===== src/design/dcal_pkg.sv =====
// dcal_pkg: types, constants and helper functions of the airtime limiter
// used by the channel interfaces, the slot cell and the top level; no dependencies

package dcal_pkg;

   // field widths
   localparam int BYTES_W  = 8;
   localparam int TIME_W   = 32;
   localparam int NEED_W   = 14;
   localparam int BUDGET_W = 16;
   localparam int WINDOW_W = 16;
   localparam int ACK_W    = 13;
   localparam int DUR_W    = 12;
   localparam int CSR_IDX_W  = 2;
   localparam int CSR_DATA_W = 16;

   // running sum wide enough for 64 slots of 14 bits each
   localparam int SUM_W = 20;

   // per-frame durations in ms and frame repeat count
   localparam logic [DUR_W-1:0] DUR_ZERO  = 12'd1120;
   localparam logic [DUR_W-1:0] DUR_ONE   = 12'd1200;
   localparam logic [DUR_W-1:0] DUR_SMALL = 12'd1440;
   localparam logic [DUR_W-1:0] DUR_MID   = 12'd1760;
   localparam logic [DUR_W-1:0] DUR_LARGE = 12'd2080;
   localparam logic [1:0]       FRAME_REPEAT = 2'd3;

   // register reset values
   localparam logic [BUDGET_W-1:0] BUDGET_RESET = 16'd36000;
   localparam logic [WINDOW_W-1:0] WINDOW_RESET = 16'd3600;
   localparam logic [ACK_W-1:0]    ACK_RESET    = 13'd1760;

   typedef enum logic [CSR_IDX_W-1:0] {
      CSR_BUDGET = 2'd0,
      CSR_WINDOW = 2'd1,
      CSR_ACK    = 2'd2
   } dcal_csr_idx_type;

   typedef enum logic [1:0] {
      ST_IDLE,
      ST_SCAN,
      ST_DECIDE
   } dcal_state_type;

   // token handed from cell to cell during the scan
   typedef struct packed {
      logic              valid;
      logic [TIME_W-1:0] now;
      logic [SUM_W-1:0]  used;
      logic              found;
   } dcal_token_type;

   // commit broadcast to all cells after the decision
   typedef struct packed {
      logic              write;
      logic [TIME_W-1:0] expiry;
      logic [NEED_W-1:0] airtime;
   } dcal_commit_type;

   function automatic logic [DUR_W-1:0] frame_duration(input logic [BYTES_W-1:0] bytes);
      logic [DUR_W-1:0] dur;
      if (bytes == 8'd0) begin
         dur = DUR_ZERO;
      end else if (bytes == 8'd1) begin
         dur = DUR_ONE;
      end else if (bytes < 8'd5) begin
         dur = DUR_SMALL;
      end else if (bytes < 8'd9) begin
         dur = DUR_MID;
      end else begin
         dur = DUR_LARGE;
      end
      return dur;
   endfunction

endpackage


===== src/design/dcal_req_if.sv =====
// dcal_req_if: request channel, valid/ready with request payload
// depends on dcal_pkg for field widths

interface dcal_req_if;
   import dcal_pkg::*;

   logic               valid;
   logic               ready;
   logic [BYTES_W-1:0] payload_bytes;
   logic               want_downlink;
   logic [TIME_W-1:0]  now_time;

   modport source (output valid, output payload_bytes, output want_downlink,
                   output now_time, input ready);
   modport sink   (input valid, input payload_bytes, input want_downlink,
                   input now_time, output ready);
endinterface


===== src/design/dcal_rsp_if.sv =====
// dcal_rsp_if: response channel, valid/ready with grant and needed airtime
// depends on dcal_pkg for field widths

interface dcal_rsp_if;
   import dcal_pkg::*;

   logic              valid;
   logic              ready;
   logic              granted;
   logic [NEED_W-1:0] needed_ms;

   modport source (output valid, output granted, output needed_ms, input ready);
   modport sink   (input valid, input granted, input needed_ms, output ready);
endinterface


===== src/design/dcal_csr_if.sv =====
// dcal_csr_if: register write channel, valid/ready with index and data
// depends on dcal_pkg for field widths

interface dcal_csr_if;
   import dcal_pkg::*;

   logic                  valid;
   logic                  ready;
   logic [CSR_IDX_W-1:0]  index;
   logic [CSR_DATA_W-1:0] data;

   modport source (output valid, output index, output data, input ready);
   modport sink   (input valid, input index, input data, output ready);
endinterface


===== src/design/dcal_slot_cell.sv =====
// dcal_slot_cell: one airtime slot, adds its airtime to the passing token while busy
// and marks itself when it is the first free slot; depends on dcal_pkg

module dcal_slot_cell (
   input  logic                      clock,
   input  logic                      reset,
   input  dcal_pkg::dcal_token_type  tok_in,
   input  dcal_pkg::dcal_commit_type commit,
   output dcal_pkg::dcal_token_type  tok_out,
   output logic                      pend
);
   import dcal_pkg::*;

   logic [TIME_W-1:0] expiry_ff, expiry_in;
   logic [NEED_W-1:0] airtime_ff, airtime_in;
   dcal_token_type    tok_ff, tok_in_next;
   logic              pend_ff, pend_in;
   logic              busy;

   // busy while expiry lies strictly after the token's time
   assign busy = expiry_ff > tok_in.now;

   always_comb begin
      tok_in_next.valid = tok_in.valid;
      tok_in_next.now   = tok_in.now;
      tok_in_next.used  = busy ? tok_in.used + SUM_W'(airtime_ff) : tok_in.used;
      tok_in_next.found = tok_in.found | ~busy;
   end

   always_comb begin
      pend_in = pend_ff;
      if (tok_in.valid) begin
         pend_in = ~busy & ~tok_in.found;
      end
   end

   always_comb begin
      expiry_in  = expiry_ff;
      airtime_in = airtime_ff;
      if (commit.write && pend_ff) begin
         expiry_in  = commit.expiry;
         airtime_in = commit.airtime;
      end
   end

   always_ff @(posedge clock) begin
      if (reset) begin
         expiry_ff  <= '0;
         airtime_ff <= '0;
         tok_ff     <= '0;
         pend_ff    <= 1'b0;
      end else begin
         expiry_ff  <= expiry_in;
         airtime_ff <= airtime_in;
         tok_ff     <= tok_in_next;
         pend_ff    <= pend_in;
      end
   end

   assign tok_out = tok_ff;
   assign pend    = pend_ff;

endmodule


===== src/design/duty_cycle_airtime_limiter.sv =====
// duty_cycle_airtime_limiter: sliding-window airtime gate for transmit requests
// depends on dcal_pkg, dcal_req_if, dcal_rsp_if, dcal_csr_if and dcal_slot_cell
//
// usage
//   req: one transfer per transmit attempt (payload size, downlink flag, time)
//   rsp: one transfer per request (granted, needed airtime in ms)
//   csr: register writes, always ready; index 0 budget, 1 window, 2 ack time,
//        other indexes are dropped; write only while the block is idle
// timing
//   a request walks a row of SLOT_COUNT slot cells, one cell per cycle, which
//   sums busy airtime and marks the first free slot; the sum leaving the last
//   cell is compared against the budget and the grant registered; once the
//   output register is free, the response is loaded and, on a grant, the
//   marked slot is written in the same cycle
//   a new request is taken only after the last one has left the decision
//   state; req_ready is high only when idle
// reset
//   synchronous; all slots free with zero airtime, registers at their
//   defaults, no response pending
// stall
//   the response sits in an output register; a new request is taken while it
//   waits, and the decision of that request holds until the register frees

module duty_cycle_airtime_limiter #(
   parameter int SLOT_COUNT = 10
) (
   input  logic       clock,
   input  logic       reset,
   dcal_req_if.sink   req_if,
   dcal_rsp_if.source rsp_if,
   dcal_csr_if.sink   csr_if
);
   import dcal_pkg::*;

   // configuration registers
   logic [BUDGET_W-1:0] budget_ff;
   logic [WINDOW_W-1:0] window_ff;
   logic [ACK_W-1:0]    ack_ff;

   // request context
   logic [TIME_W-1:0]   now_ff;
   logic [NEED_W-1:0]   needed_ff, needed_in;
   logic                grant_ff, grant_in;

   // response output register
   logic                rsp_valid_ff, rsp_valid_in;
   logic                rsp_granted_ff;
   logic [NEED_W-1:0]   rsp_needed_ff;

   dcal_state_type      state_ff, state_in;

   // control decoded from state
   logic                req_ready;
   logic                load_rsp;
   logic                req_fire;
   logic                rsp_free;
   logic                last_valid;

   dcal_token_type      tok [SLOT_COUNT+1];
   dcal_commit_type     commit;
   logic [SLOT_COUNT-1:0] pend_vec;
   logic [SLOT_COUNT-1:0] tok_valid_vec;
   logic [SUM_W:0]      total;

   assign csr_if.ready = 1'b1;

   // register writes, unknown indexes ignored
   always_ff @(posedge clock) begin
      if (reset) begin
         budget_ff <= BUDGET_RESET;
         window_ff <= WINDOW_RESET;
         ack_ff    <= ACK_RESET;
      end else if (csr_if.valid) begin
         unique case (dcal_csr_idx_type'(csr_if.index))
            CSR_BUDGET: budget_ff <= csr_if.data;
            CSR_WINDOW: window_ff <= csr_if.data;
            CSR_ACK:    ack_ff    <= csr_if.data[ACK_W-1:0];
            default: begin
            end
         endcase
      end
   end

   assign req_fire = req_if.valid & req_ready;
   assign rsp_free = ~rsp_valid_ff | rsp_if.ready;
   assign last_valid = tok[SLOT_COUNT].valid;

   // needed airtime: frame duration times three plus optional ack time
   always_comb begin
      needed_in = NEED_W'(frame_duration(req_if.payload_bytes)) * NEED_W'(FRAME_REPEAT);
      if (req_if.want_downlink) begin
         needed_in = needed_in + NEED_W'(ack_ff);
      end
   end

   // inject the scan token into the first cell on a request transfer
   always_comb begin
      tok[0].valid = req_fire;
      tok[0].now   = req_if.now_time;
      tok[0].used  = '0;
      tok[0].found = 1'b0;
   end

   // row of slot cells
   for (genvar k = 0; k < SLOT_COUNT; k++) begin : g_cell
      dcal_slot_cell u_cell (
         .clock   (clock),
         .reset   (reset),
         .tok_in  (tok[k]),
         .commit  (commit),
         .tok_out (tok[k+1]),
         .pend    (pend_vec[k])
      );
      assign tok_valid_vec[k] = tok[k+1].valid;
   end

   // budget check on the sum leaving the last cell
   assign total    = (SUM_W+1)'(needed_ff) + (SUM_W+1)'(tok[SLOT_COUNT].used);
   assign grant_in = total <= (SUM_W+1)'(budget_ff);

   // next state
   always_comb begin
      state_in = state_ff;
      unique case (state_ff)
         ST_IDLE: begin
            if (req_fire) begin
               state_in = ST_SCAN;
            end
         end
         ST_SCAN: begin
            if (last_valid) begin
               state_in = ST_DECIDE;
            end
         end
         ST_DECIDE: begin
            if (rsp_free) begin
               state_in = ST_IDLE;
            end
         end
         default: state_in = ST_IDLE;
      endcase
   end

   // state outputs
   always_comb begin
      req_ready = 1'b0;
      load_rsp  = 1'b0;
      unique case (state_ff)
         ST_IDLE:   req_ready = 1'b1;
         ST_SCAN:   req_ready = 1'b0;
         ST_DECIDE: load_rsp  = rsp_free;
         default: begin
            req_ready = 1'b0;
            load_rsp  = 1'b0;
         end
      endcase
   end

   assign req_if.ready = req_ready;

   // write the marked free slot on a grant; nothing marked means nothing recorded
   assign commit.write   = load_rsp & grant_ff;
   assign commit.expiry  = now_ff + TIME_W'(window_ff);
   assign commit.airtime = needed_ff;

   always_comb begin
      rsp_valid_in = rsp_valid_ff;
      if (load_rsp) begin
         rsp_valid_in = 1'b1;
      end else if (rsp_if.ready) begin
         rsp_valid_in = 1'b0;
      end
   end

   always_ff @(posedge clock) begin
      if (reset) begin
         state_ff     <= ST_IDLE;
         rsp_valid_ff <= 1'b0;
      end else begin
         state_ff     <= state_in;
         rsp_valid_ff <= rsp_valid_in;
      end
   end

   // payload registers
   always_ff @(posedge clock) begin
      if (req_fire) begin
         now_ff    <= req_if.now_time;
         needed_ff <= needed_in;
      end
      if (state_ff == ST_SCAN && last_valid) begin
         grant_ff <= grant_in;
      end
      if (load_rsp) begin
         rsp_granted_ff <= grant_ff;
         rsp_needed_ff  <= needed_ff;
      end
   end

   assign rsp_if.valid     = rsp_valid_ff;
   assign rsp_if.granted   = rsp_granted_ff;
   assign rsp_if.needed_ms = rsp_needed_ff;

   // after a request transfer, the scan token reaches the end of the row
   a_scan_len: assert property (@(posedge clock) disable iff (reset)
      req_fire |-> ##SLOT_COUNT last_valid)
      else $error("scan token did not leave the last cell on time");

   // once the scan is complete, at most one slot is marked as first free
   a_one_pend: assert property (@(posedge clock) disable iff (reset)
      state_ff == ST_DECIDE |-> $onehot0(pend_vec))
      else $error("more than one slot marked free");

   // at most one request in the cell row
   a_one_token: assert property (@(posedge clock) disable iff (reset)
      $onehot0(tok_valid_vec))
      else $error("more than one scan token in flight");

   // a response appears only out of the decision state
   a_rsp_src: assert property (@(posedge clock) disable iff (reset)
      $rose(rsp_valid_ff) |-> $past(state_ff == ST_DECIDE))
      else $error("response loaded outside the decision");

endmodule

===== src/flat_wrapper.sv =====
// flat-port wrapper written by rule: the top's interface ports become plain ports
module duty_cycle_airtime_limiter_flat import dcal_pkg::*;
#(
   parameter int SLOT_COUNT = 10
)
  (clock, reset, req_if_valid, req_if_payload_bytes, req_if_want_downlink, req_if_now_time, req_if_ready, rsp_if_valid, rsp_if_granted, rsp_if_needed_ms, rsp_if_ready, csr_if_valid, csr_if_index, csr_if_data, csr_if_ready);
  dcal_req_if req_if_i ();
  dcal_rsp_if rsp_if_i ();
  dcal_csr_if csr_if_i ();
  input  logic clock;
  input  logic reset;
  input wire logic [$bits(req_if_i.valid)-1:0] req_if_valid;
  input wire logic [$bits(req_if_i.payload_bytes)-1:0] req_if_payload_bytes;
  input wire logic [$bits(req_if_i.want_downlink)-1:0] req_if_want_downlink;
  input wire logic [$bits(req_if_i.now_time)-1:0] req_if_now_time;
  output wire logic [$bits(req_if_i.ready)-1:0] req_if_ready;
  output wire logic [$bits(rsp_if_i.valid)-1:0] rsp_if_valid;
  output wire logic [$bits(rsp_if_i.granted)-1:0] rsp_if_granted;
  output wire logic [$bits(rsp_if_i.needed_ms)-1:0] rsp_if_needed_ms;
  input wire logic [$bits(rsp_if_i.ready)-1:0] rsp_if_ready;
  input wire logic [$bits(csr_if_i.valid)-1:0] csr_if_valid;
  input wire logic [$bits(csr_if_i.index)-1:0] csr_if_index;
  input wire logic [$bits(csr_if_i.data)-1:0] csr_if_data;
  output wire logic [$bits(csr_if_i.ready)-1:0] csr_if_ready;
  assign req_if_i.valid = req_if_valid;
  assign req_if_i.payload_bytes = req_if_payload_bytes;
  assign req_if_i.want_downlink = req_if_want_downlink;
  assign req_if_i.now_time = req_if_now_time;
  assign req_if_ready = req_if_i.ready;
  assign rsp_if_valid = rsp_if_i.valid;
  assign rsp_if_granted = rsp_if_i.granted;
  assign rsp_if_needed_ms = rsp_if_i.needed_ms;
  assign rsp_if_i.ready = rsp_if_ready;
  assign csr_if_i.valid = csr_if_valid;
  assign csr_if_i.index = csr_if_index;
  assign csr_if_i.data = csr_if_data;
  assign csr_if_ready = csr_if_i.ready;
  duty_cycle_airtime_limiter #(.SLOT_COUNT(SLOT_COUNT)) u_core (.clock(clock), .reset(reset), .req_if(req_if_i), .rsp_if(rsp_if_i), .csr_if(csr_if_i));
endmodule

===== config.mk =====
export PLATFORM = sky130hd
export DESIGN_NAME = duty_cycle_airtime_limiter_flat
export DESIGN_NICKNAME = d
export VERILOG_FILES = /design/src/design/dcal_pkg.sv /design/src/design/dcal_req_if.sv /design/src/design/dcal_rsp_if.sv /design/src/design/dcal_csr_if.sv /design/src/design/dcal_slot_cell.sv /design/src/design/duty_cycle_airtime_limiter.sv /design/src/flat_wrapper.sv
export SDC_FILE = /design/constraint.sdc
export NUM_CORES = 2
export LEC_CHECK = 0
export BUFFER_PORTS_ARGS = -buffer_cell sky130_fd_sc_hd__buf_2
export CELL_PAD_IN_SITES_DETAIL_PLACEMENT = 1
export CELL_PAD_IN_SITES_GLOBAL_PLACEMENT = 2
export CORE_UTILIZATION = 44
export CTS_BUF_LIST = sky130_fd_sc_hd__clkbuf_4 sky130_fd_sc_hd__clkbuf_8
export CTS_CLUSTER_DIAMETER = 150
export DETAILED_ROUTE_END_ITERATION = 8
export PLACE_DENSITY = 0.89
export SLEW_MARGIN = 25
export SYNTH_ARGS = -nofsm -noshare
export SYNTH_HDL_FRONTEND = slang
export SYNTH_SLANG_ARGS = --single-unit

===== constraint.sdc =====
create_clock -name clock -period 10.3 [get_ports clock]
set_clock_uncertainty 0.1 [all_clocks]
set_input_delay 1.545 -clock clock [delete_from_list [all_inputs] [get_ports clock]]
set_output_delay 1.545 -clock clock [all_outputs]
set_load 0.03 [all_outputs]

# Word level (Yosys, flattened, before mapping)
# Index checks and enable logic that the tools add are counted.
[totals]
reg_bits = 1087
input_bits = 64
output_inout_bits = 18
wordCells = 195
[classes]
addsub = 12
multipliers = 1
magnitude_cmp = 13
n_eq_ne = 8
mux = 22
bitwise = 40
n_reduce_logical = 20
[ops]
columns = ["op", "count"]
rows = [
  ["$gt 32x32->1", 10],
  ["$add 20x14->20", 9],
  ["$mux 20", 9],
  ["$mux 12", 4],
  ["$add 32x16->32", 1],
  ["$add 14x20->21", 1],
  ["$le 21x16->1", 1],
  ["$not 1->1", 20],
  ["$add 14x13->14", 1],
  ["$mul 12x2->14 const B", 1],
  ["$mux 14", 1],
  ["$and 1x1->1", 11],
  ["$logic_and 1x1->1", 11],
  ["$or 1x1->1", 9],
  ["$eq 8x1->1 const B", 1],
  ["$logic_not 8->1", 1],
  ["$lt 8x3->1 const B", 1],
  ["$lt 8x4->1 const B", 1],
  ["$mux 2", 3],
  ["$pmux 2 s3", 1],
  ["$reduce_and 2->1", 3],
  ["$eq 2x1->1 const B", 2],
  ["$eq 2x2->1 const B", 2],
  ["$logic_not 2->1", 2],
  ["other kinds (6)", 10],
]

# Depth between registers and ports, before layout
[logic_depth]
ltp_word = 8
mapped_depth = 17
mapped_depth_nobuf = 16

# Modules after synthesis
# A second synthesis with hierarchy kept.
[hier_totals]
cells_unflattened = 6216
hier_area_um2 = 53433.7
[modules_own_cells]
columns = ["module", "n_inst", "cells_per_inst", "area_each_um2", "seq_area_each_um2"]
rows = [
  ["dcal_slot_cell at u_core.g_cell[2].u_cell ...", 6, 558, 4693.3, 2021.9],
  ["dcal_slot_cell at u_core.g_cell[0].u_cell ...", 4, 544, 4663.2, 2021.9],
  ["duty_cycle_airtime_limiter", 1, 692, 6621.4, 2822.7],
]

# Worst setup path before layout
# OpenSTA, ideal clock, no wires.
[synth_path]
path_kind = "input -> register"
startpoint = "input req_if_payload_bytes[7]"
endpoint = "register u_core.needed_ff[13], data pin"
setup_time_ns = 0.260
arrival_time_ns = 4.315
required_ns = 9.940
slack_ns = 5.625
path_stages = 14
path_buffers = 1
cell_sequence = "or4_1 buf_2 nor3b_1 ha_1 a21boi_1 o21a_1 nor2_1 xnor2_1 ha_1 a21oi_1 o21ai_0 a211oi_1 nor2_1 xor2_1"
[synth_between]
elab_chain_cells = 8
word_cells_on_any_way = 11
classes_between = "1 x add/sub; 1 x mul; 2 x order compare; 1 x eq/ne; 5 x mux; 1 x reduce/logical"
[synth_rtl]
columns = ["item", "line", "text"]
rows = [
  ["start, declared", "flat_wrapper.sv:13", "input wire logic [$bits(req_if_i.payload_bytes)-1:0] req_if_payload_bytes;"],
  ["$lt 8x4->1", "dcal_pkg.sv:68", "end else if (bytes < 8'd9) begin"],
  ["$mux 12", "dcal_pkg.sv:68", ""],
  ["$mux 12", "dcal_pkg.sv:66", "end else if (bytes < 8'd5) begin"],
  ["$mux 12", "dcal_pkg.sv:64", "end else if (bytes == 8'd1) begin"],
  ["$mux 12 (*)", "dcal_pkg.sv:62", "if (bytes == 8'd0) begin"],
  ["$mul 12x2->14 (*)", "duty_cycle_airtime_limiter.sv:90", "needed_in = NEED_W'(frame_duration(req_if.payload_bytes)) * NEED_W'(FRAME_REPEAT);"],
  ["$add 14x13->14", "duty_cycle_airtime_limiter.sv:92", "needed_in = needed_in + NEED_W'(ack_ff);"],
  ["$mux 14 (*)", "duty_cycle_airtime_limiter.sv:91", "if (req_if.want_downlink) begin"],
  ["via u_core.needed_in[13]", "duty_cycle_airtime_limiter.sv:42", "logic [NEED_W-1:0] needed_ff, needed_in;"],
  ["end signal, assigned", "duty_cycle_airtime_limiter.sv:189", "needed_ff <= needed_in;"],
  ["end, declared", "duty_cycle_airtime_limiter.sv:42", ""],
]
# Mark *: on every way through the listed nets, which the timed path passes. The rest lies on a longest branch.
# A chain may end at the register's enable or synchronous reset.

# Final worst setup path
[layout_path]
startpoint = "register u_core.needed_ff[0]"
endpoint = "register u_core.grant_ff, data pin"
[layout_between]
elab_chain_cells = 2
[layout_rtl]
columns = ["item", "line", "text"]
rows = [
  ["$add 14x20->21", "duty_cycle_airtime_limiter.sv:118", "assign total = (SUM_W+1)'(needed_ff) + (SUM_W+1)'(tok[SLOT_COUNT].used);"],
  ["$le 21x16->1", "duty_cycle_airtime_limiter.sv:119", "assign grant_in = total <= (SUM_W+1)'(budget_ff);"],
  ["via u_core.grant_in", "duty_cycle_airtime_limiter.sv:43", "logic grant_ff, grant_in;"],
  ["end signal, assigned", "duty_cycle_airtime_limiter.sv:192", "grant_ff <= grant_in;"],
  ["end, declared", "duty_cycle_airtime_limiter.sv:43", ""],
]
# The timed path passes the listed nets, and every way through them passes these cells.

==> results.toml <==
[outcome]
outcome = "complete, no violations"

[clock_tree]
cts_tree = "built"
path_clk_slew_ns = 0.06
cts_buffer_depth = 3
clock-sinks = 1066
worstSkewPairLatency_ns = 0.86
cts_resized = 0
cts_max_level = 4
numCtsBuffers = 181
holdBufCountCts = 0
clock-root-buffer = "clkbuf_8"
postCtsSetupBuffers = 0

[die]
die_w_um = 339
die_y_um = 339
io_pins = 82
core_mm2 = 0.112
rows = 123
initial_utilization_pct = 44.3
die-area_mm2 = 0.115

[placed_design]
routabilityCongestion = 0.862
dp.cells = 7053
io_buffers = 80
post-place-ws_ns = 5.16
dp_hpwl_um = 105000
place_area_mm2 = 0.0517

[cells_and_area]
final.fill_count = 13200
area_delta_synth_final_pct = 12.0
final-seq-area_mm2 = 0.0220
design_area_mm2 = 0.0558
nets = 6322
fin_cells = 7389
fin_util_pct = 49.6
multiInputGateArea_mm2 = 0.0254
drive_above_1_share_pct = 9.87

[job]
drv_cap = 0

[power_and_ir_drop]
power_frac_seq_pct = 46.7
clkPwrFrac_pct = 47.4
comb_power_share_pct = 5.9
peakVddDrop_uv = 102
switching_share_pct = 24.5
leakagePower_nw = 23.4
switchingPower_mw = 2.22
p_int_mw = 6.86
power_mw = 9.08
power.density_mw_per_mm2 = 163

[worst_setup_path]
arrival_ns = 5.15
crit_type = "register to register"
cp-start-kind = "register"
required_ns = 10.92
end_kind = "register"
worstPathMaxFanout = 12

[logic_synthesis]
synth_cell_types = 88
synth-edff-count = 62
yosysWarnings = 0
synth_ff_type = "dfxtp_1"
synth_area_leaders = "dfxtp_1, ha_1, nand2_1"
ys_ff_latch = 1066
synthMostInstantiatedCell = "dfxtp_1"
ys_seq_area_share_pct = 44.0
synth.cell_area_mm2 = 0.0499
syn-instance-count = 5682
syn_area_per_cell_um2 = 8.78
syn_nets = 6268
yosys-top-cells-count = "dfxtp_1, nand2_1, nor2_1"
async_flop_share_pct = 0
synth_area_leader_cell = "dfxtp_1"
yosysTopAreaCellShare_pct = 40.3

[route]
vias = 39700
ant_nets = 0
first_pass_iters = 5
vias_per_cell = 5.37
drt-wirelength-per-cell_um = 20.1
dr.first_iter.drc_count = 2053
wirelength_um = 149000
drc = 0

[sta]
fmax_mhz = 221
finalMaxSlewViolations = 0
slew_headroom_pct = 30.6
finalSetupTns_ns = 0
fin_crit_sh_pct = 44.0
hold-worst-slack_ns = 0.324
fin_crit_ns = 4.53
worst_pin_slew_ns = 1.04
setup_violations = 0
hold_violations = 0
rsz0062_at_grt = "no"
setup_slack_ns = 5.77

[worst_hold_path]
hp-class = "register to register"

[grt]
grt_pass1_vias = 41900
grt_first_pass_wirelength_um = 232000
grt_max_degree = 210
overflow = 0
antenna_found_initial = 4
grt_use_total_pct = 25.7
## metal layers
metal | track usage (%) | wire, um | vias up
met1 | 31.4 | 65500 | 19400
li1 | - | - | 19500
met4 | 10.3 | 5110 | 2
met3 | 4.24 | 5510 | 277
met2 | 44.9 | 72400 | 566
met5 | 0 | 13 | -
## cell usage in the layout (no fill, tap or decap), types with 62 or more instances in the layout
cell type and instances:
a211oi_1 182, a21o_1 162, a21oi_1 532, buf_2 79
clkbuf_8 242, dfxtp_1 1004, edfxtp_1 62, ha_1 510
inv_1 408, mux2i_1 106, nand2_1 735, nand3_1 77
nand4_1 72, nor2_1 694, nor2b_1 67, o21ai_0 134
xnor2_1 101
## kinds of logic after synthesis
logic type	Yosys count	synth area share, %
compound gates	1232	15.4
xor+xnor	155	2.93
fa+ha+maj	522	13.3
buf+inv	680	5.24
flops	1066	44.0
mux	127	2.60
other cells	1	0.00752
simple gates	1899	16.5
## final cells by class
| cell class | instances | share of cell area (%) |
|---|---|---|
| flip-flops and latches | 1066 | 39.3 |
| clock buffers | 300 | 6.74 |
| diodes | 1 | 0.00448 |
| repair buffers | 140 | 1.56 |
| clock inverters | 35 | 0.737 |
| well taps | 1500 | 3.36 |
| inverters | 411 | 2.77 |
| multi-input cells | 3936 | 45.5 |
## registers in the layout (all words and copies together), names as in the netlist
signal / cells
u_core.ack_ff: 13
u_core.budget_ff: 16
u_core.g_cell.u_cell.airtime_ff: 140
u_core.g_cell.u_cell.expiry_ff: 320
u_core.g_cell.u_cell.pend: 10
u_core.g_cell.u_cell.tok_out: 486
u_core.grant_ff: 1
u_core.needed_ff: 14
u_core.now_ff: 32
u_core.rsp_if.granted: 1
u_core.rsp_if.needed_ms: 14
u_core.rsp_if.valid: 1
u_core.state_ff: 2
u_core.window_ff: 16
## final timing paths
| check | startpoint | slack [ns] | cells past startpoint | end |
|---|---|---|---|---|
| hold / removal | u_core.g_cell[6].u_cell.tok_out[48] | 0.32 | 2 | u_core.g_cell[7].u_cell.tok_out[48] |
| setup reg to reg | u_core.needed_ff[0] | 5.77 | 14 | u_core.grant_ff |
| setup / recovery | u_core.needed_ff[0] | 5.77 | 14 | u_core.grant_ff |
| hold reg to reg | u_core.g_cell[6].u_cell.tok_out[48] | 0.32 | 2 | u_core.g_cell[7].u_cell.tok_out[48] |
## power groups by stage
stage	logic (mW)	registers [mW]	clock network (mW)
2_1_floorplan	0.304	4.31	0
3_3_place_gp	0.530	4.33	0
3_5_place_dp	0.538	4.33	0
4_1_cts	0.542	4.24	4.41
5_1_grt	0.578	4.24	4.59
6_report	0.538	4.24	4.30
## worst max-delay path, stage by stage (launching register included)
cell      delay, ns
edfxtp_1       0.72
ha_1           0.39
fa_1           0.43
a211o_1        0.29
o211ai_1       0.16
a211oi_1       0.18
o31ai_1        0.35
o21ai_0        0.25
xor2_1         0.20
ha_1           0.22
or4_1          0.52
a21oi_1        0.13
o21ai_0        0.09
o22ai_1        0.18
o221a_2        0.20
Note: power is estimated with default switching activity, not from simulation.
